[src/sv/hsvc_pkg.sv]
`timescale 1ns / 1ps

package hsvc_pkg;

  localparam int HueW   = 16;
  localparam int LevelW = 8;
  localparam int ChanW  = 8;
  localparam int PackW  = 9;
  localparam int SectW  = 3;
  localparam int FracW  = 16;
  localparam int ScaleW = HueW + SectW;      // hue * 6
  localparam int TermW  = 24;                // 255 * 65536 fits
  localparam int NumW   = TermW + LevelW;    // level * term
  localparam int HiW    = NumW - FracW;      // numerator over 65536

  localparam logic [LevelW-1:0] LevelMax  = LevelW'(255);
  localparam logic [TermW-1:0]  FullScale = TermW'(255 * 65536);

  typedef enum logic [SectW-1:0] {
    SECT_RED_YEL  = 3'd0,
    SECT_YEL_GRN  = 3'd1,
    SECT_GRN_CYAN = 3'd2,
    SECT_CYAN_BLU = 3'd3,
    SECT_BLU_MAG  = 3'd4,
    SECT_MAG_RED  = 3'd5
  } sect_t;

  // floor(x / 255), exact for x <= 255 * 255
  function automatic logic [ChanW-1:0] div255(input logic [HiW-1:0] x);
    logic [HiW-1:0] sum;
    sum = x + HiW'(x[HiW-1:ChanW]) + HiW'(1);
    return sum[HiW-1:ChanW];
  endfunction

endpackage

[src/sv/hsvc_term_pipe.sv]
`timescale 1ns / 1ps

// Three register stages forming v, p, q, t; q and t divide after stage 3.
module hsvc_term_pipe import hsvc_pkg::*; (
  input  logic              clk,
  input  logic              en,
  input  logic [HueW-1:0]   hue,
  input  logic [LevelW-1:0] sat,
  input  logic [LevelW-1:0] val,
  output sect_t             sect,
  output logic [ChanW-1:0]  v_byte,
  output logic [ChanW-1:0]  p_byte,
  output logic [ChanW-1:0]  q_byte,
  output logic [ChanW-1:0]  t_byte
);

  logic [ScaleW-1:0] scaled;

  // stage 1
  logic [SectW-1:0]  sect1_r;
  logic [FracW-1:0]  frac1_r;
  logic [LevelW-1:0] sat1_r, val1_r;
  logic [HiW-1:0]    pnum1_r;
  // stage 2
  logic [SectW-1:0]  sect2_r;
  logic [LevelW-1:0] val2_r;
  logic [HiW-1:0]    pnum2_r;
  logic [TermW-1:0]  aq2_r, at2_r;
  logic [TermW-1:0]  fs;
  // stage 3
  logic [SectW-1:0]  sect3_r;
  logic [LevelW-1:0] val3_r;
  logic [ChanW-1:0]  p3_r;
  logic [HiW-1:0]    qhi3_r, thi3_r;
  logic [NumW-1:0]   qnum, tnum;

  // hue * 6 as two shifted adds
  assign scaled = ScaleW'({hue, 2'b00}) + ScaleW'({hue, 1'b0});
  assign fs     = TermW'(frac1_r) * TermW'(sat1_r);
  assign qnum   = NumW'(val2_r) * NumW'(aq2_r);
  assign tnum   = NumW'(val2_r) * NumW'(at2_r);

  always_ff @(posedge clk) begin
    if (en) begin
      sect1_r <= scaled[ScaleW-1:FracW];
      frac1_r <= scaled[FracW-1:0];
      sat1_r  <= sat;
      val1_r  <= val;
      pnum1_r <= HiW'(val) * HiW'(LevelMax - sat);

      sect2_r <= sect1_r;
      val2_r  <= val1_r;
      pnum2_r <= pnum1_r;
      aq2_r   <= FullScale - fs;
      at2_r   <= (FullScale - TermW'({sat1_r, 16'h0000})) + fs;

      sect3_r <= sect2_r;
      val3_r  <= val2_r;
      p3_r    <= div255(pnum2_r);
      qhi3_r  <= qnum[NumW-1:FracW];
      thi3_r  <= tnum[NumW-1:FracW];
    end
  end

  assign sect   = sect_t'(sect3_r);
  assign v_byte = val3_r;
  assign p_byte = p3_r;
  assign q_byte = div255(qhi3_r);
  assign t_byte = div255(thi3_r);

endmodule

[config.mk]
export PLATFORM = sky130hd
export DESIGN_NAME = hsvc_term_pipe
export DESIGN_NICKNAME = d
export VERILOG_FILES = /design/src/sv/hsvc_pkg.sv /design/src/sv/hsvc_term_pipe.sv
export SDC_FILE = /design/constraint.sdc
export NUM_CORES = 1
export LEC_CHECK = 0
export ABC_CLOCK_PERIOD_IN_PS = 8700
export BUFFER_PORTS_ARGS = -buffer_cell sky130_fd_sc_hd__buf_2
export CORE_ASPECT_RATIO = 0.5
export CORE_UTILIZATION = 30
export CTS_BUF_LIST = sky130_fd_sc_hd__clkbuf_16
export DETAILED_ROUTE_END_ITERATION = 6
export PLACE_DENSITY_LB_ADDON = 0.15
export SLEW_MARGIN = 5
export SYNTH_ARGS = -nofsm -noshare
export SYNTH_HDL_FRONTEND = slang
export SYNTH_SLANG_ARGS = --single-unit
[constraint.sdc]
create_clock -name clk -period 8.7 [get_ports clk]
set_input_delay 1.74 -clock clk [delete_from_list [all_inputs] [get_ports clk]]
set_output_delay 1.74 -clock clk [all_outputs]
set_load 0.05 [all_outputs]
Word level (Yosys, flattened, before mapping)
Index checks and enable logic that the tools add are counted.

Add/subtract/negate cells: 11. $mul: 4.

Operators with widths (count): 8-bit by 24-bit multiplier with 32-bit output (2); 16-bit by 1-bit adder with 16-bit output (second input constant) (3); 16-bit by 8-bit adder with 16-bit output (3); 24-bit subtractor (first input constant) (2); 24-bit adder (1); 16-bit by 8-bit multiplier with 24-bit output (1); 18-bit by 17-bit adder with 19-bit output (1); 9-bit by 9-bit multiplier with 16-bit output (1); 8-bit by 8-bit subtractor with 9-bit output (first input constant) (1).

Bits in registers: 177. Output and inout port bits: 35. Word-level logic and storage cells: 30.

Longest topological paths before layout
Depth after elaboration: 2. Gate-level depth with buffers: 29. Gate-level depth less buffers: 28.

Worst setup path before layout
OpenSTA, ideal clock, no wires.

Path kind: reg2reg. From: register sat1_r[2]. To: register at2_r[22] (data pin). Required time: 8438 ps. Arrival time: 6055 ps. Path slack: 2383 ps. Clock period less this slack: 6317 ps. Path buffers: 1. Cell stages (with the launch flop): 29. Path through: edfxtp_1 > clkbuf_1 > nand2_1 > fa_1 > fa_1 > inv_1 > fa_1 > inv_1 > fa_1 > inv_1 > ha_1 > o21a_1 > o21ai_0 > nor2_1 > nor2_1 > o21bai_1 > a21oi_1 > xnor2_1 > inv_1 > ha_1 > o21ai_0 > nand2b_1 > and3_1 > a221oi_1 > o31ai_1 > maj3_1 > a21oi_2 > o21ai_1 > xor2_1.

Word-level cells in the longest chain between the ends: 2.

RTL lines: start: declaration (RTL line hsvc_term_pipe.sv:22) `logic [LevelW-1:0] sat1_r, val1_r;`; start signal: assignment (RTL line hsvc_term_pipe.sv:47) `sat1_r <= sat;`; 16-bit by 8-bit multiplier with 24-bit output or 24-bit subtractor (tied branches) (RTL line hsvc_term_pipe.sv:39, hsvc_term_pipe.sv:55); 24-bit adder * (RTL line hsvc_term_pipe.sv:55) `at2_r <= (FullScale - TermW'({sat1_r, 16'h0000})) + fs;`; end signal: assignment (RTL line hsvc_term_pipe.sv:55); end: declaration (RTL line hsvc_term_pipe.sv:28) `logic [TermW-1:0] aq2_r, at2_r;`.

Every way passes the cells marked *; elsewhere a longest branch is shown, timed or not. A chain may end at the register's enable or synchronous reset.

Final worst setup path
Same ends and word-level chain as after synthesis.

==> metrics.cfg <==
[outcome]
outcome=complete, no violations

[logic_synthesis]
synth_area_leaders=fa_1 (30%), edfxtp_1 (21%), ha_1 (13%)
netlist.area_leader.share_pct=30.2
synth_top_family_by_area=adder cells
yosysMostFrequentCell=inv_1
synth_top_cell_by_area=fa_1
ys_top_cells_by_count=inv_1 (388), fa_1 (366), nand2_1 (291), ha_1 (250), and2_1 (242)
synth_enable_flop_cells=173
synthAdderAreaFrac_pct=43.1
synth.area.mux_share_pct=0.124
async_flop_share_pct=0
synth_seq_area_share_pct=21.4
ys.flop_type=edfxtp_1
ys_warn_count=0
ys_ff_latch=173
synthSimpleGateAreaFrac_pct=16.7
synth_compound_area_share_pct=6.86
post_synth.cell_area_avg_um2=10.1
synth_cells=2410
netlist_area_mm2=0.0243
synth_xor_xnor_area_share_pct=5.01
synth.distinct_cells=69
synth_nets=3060

[layout]
antenna_cells=0
fin_nets=3109
final_util_pct=33.2
area_growth_pct=9.17
drive_gt1_share_pct=5.58
postLayoutCellArea_mm2=0.0265

[sta]
fmax_mhz=139
fin_tns_setup_ns=0
layout_min_cycle_time_ns=7.21
slew_violations=0
setup_viol=0
skew_ns=0.0132
rsz0062_at_grt=no
hold_viol_final=0
tightest_slew_ns=1.16
timing.final.crit_share_pct=82.9
slew_headroom_pct=22.6

[critical_path]
worstPathRequired_ns=8.96
cp-start-kind=flop
endpoint_kind=flop
crit_fanout=17
crit_type=flop to flop
critPathArrivalTime_ns=7.47

[clocking]
cts_tree=yes
clock_sinks=173
cts_resized=0
cts_root_buffer=clkbuf_16
clock_latency_ns=0.51
htreeDepth=4
numCtsBuffers=17
postCtsHoldBufs=0
cts_setup_buffers=0
clk_pin_slew_ns=0.08
cts.path.max_buffers=2

[die]
ios=69
core.rowCount=73
die_h_um=203
start_util_pct=30.4
dieArea_mm2=0.0822
die_x_um=404
core_area_mm2=0.0798

[flow_run]
drv_cap=0

[grt]
grt_pass1_wl_um=92000
first_global_vias=17000
antenna_found_initial=2
grt_max_degree=105
grtUsageTotal_pct=14.3
grt_overflow=0

[placed_design]
gp_congestion=0.795
dp_hpwl_um=43800
placed_area_mm2=0.0259
portBuffers=68

[worst_hold_path]
hold_path_class=flop to flop

[route]
finalWirelength_um=55600
wire_per_inst_um=15.6
drtIter0Drc=722
vias=16100
dr.pass1.iters=5
drc=0
final_antenna_net_count=0
viasPerCell=4.53

critical path, stage by stage, from the launching register on:
cell	delay, ns
edfxtp_1	0.83
nand2_1	0.17
fa_1	0.54
fa_1	0.54
inv_1	0.06
fa_1	0.47
inv_1	0.05
fa_1	0.47
inv_1	0.04
ha_1	0.33
o21a_1	0.20
o21ai_0	0.24
nor2_1	0.08
nor2_1	0.16
o21bai_1	0.08
a21oi_1	0.18
xnor2_1	0.32
inv_1	0.18
ha_1	0.39
o21ai_0	0.11
nand2b_1	0.09
and3_1	0.21
a221oi_1	0.26
o31ai_1	0.12
maj3_1	0.40
a21oi_2	0.20
o21ai_1	0.10
xor2_1	0.14
cell usage in the layout, fill, tap and decap left out, types with 6 or more instances in the layout:
cell type,count
o21bai_1,10
and3_1,11
xnor2_1,86
a211oi_1,11
a21oi_1,61
o211ai_1,12
ha_1,250
a21o_1,30
nor2_1,68
nand2b_1,33
nand3_1,33
a21boi_0,9
edfxtp_1,173
o21a_1,28
buf_4,12
nand2_1,291
fa_1,366
inv_1,388
nor2b_1,54
and2_1,242
nand4_1,10
xor2_1,48
o21ai_0,33
nor3_1,22
buf_2,67
o21ai_1,6
or3_1,7
clkbuf_16,17
final timing paths:
path	from	end	slack (ns)	depth (start not counted)
worst max-delay path	sat1_r[2]$_DFFE_PP_	at2_r[22]$_DFFE_PP_	1.49	27
worst min-delay path	sect2_r[0]$_DFFE_PP_	sect[0]$_DFFE_PP_	0.42	0
worst max register to register	sat1_r[2]$_DFFE_PP_	at2_r[22]$_DFFE_PP_	1.49	27
worst min register to register	sect2_r[0]$_DFFE_PP_	sect[0]$_DFFE_PP_	0.42	0
flip-flops by register name, indices dropped and copies added, names as in the netlist, 8 cells and up:
name,cells
aq2_r,23
at2_r,22
frac1_r,15
p_byte,8
pnum1_r,16
pnum2_r,16
qhi3_r,16
sat1_r,8
thi3_r,16
v_byte,8
val1_r,8
val2_r,8
layer usage:
layer | wire (um) | track usage [%] | up-vias
li1 | - | - | 7807
met1 | 29000 | 21.1 | 8117
met2 | 24500 | 22.0 | 161
met3 | 1650 | 2.16 | 30
met4 | 485 | 2.88 | 0
met5 | 0 | 0 | -
logic make-up (layout without fill, tap and decap cells):
group	count (synthesis)	in the layout
AO/OA/AOI/OAI	246	246
XOR/XNOR	136	136
adder cells (fa/ha/maj)	617	617
buffers and inverters	439	501
flip-flops	173	173
multiplexers	3	3
AND/OR/NAND/NOR	796	796
area by class of cell:
class                   count  area (um2)
fillers                  8259       53300
well taps                1087        1360
clock buffers              17         425
inverters                 389        1460
repair buffers             80         439
clock inverters            15         201
multi-input cells        1798       17400
flip-flops and latches    173        5190
through the flow:
step	std cells	worst slack [ns]	hold WS, ns
after floorplan	2410	2.38	0.400
after global placement	3527	1.64	0.401
after detailed placement	3527	1.55	0.405
after CTS	3559	1.54	0.425
after global routing	3559	1.03	0.428
final	3559	1.49	0.423
Power is left out: the tool's default activity adds up to more than one toggle a clock period on the data nets, which glitch-free logic cannot reach.
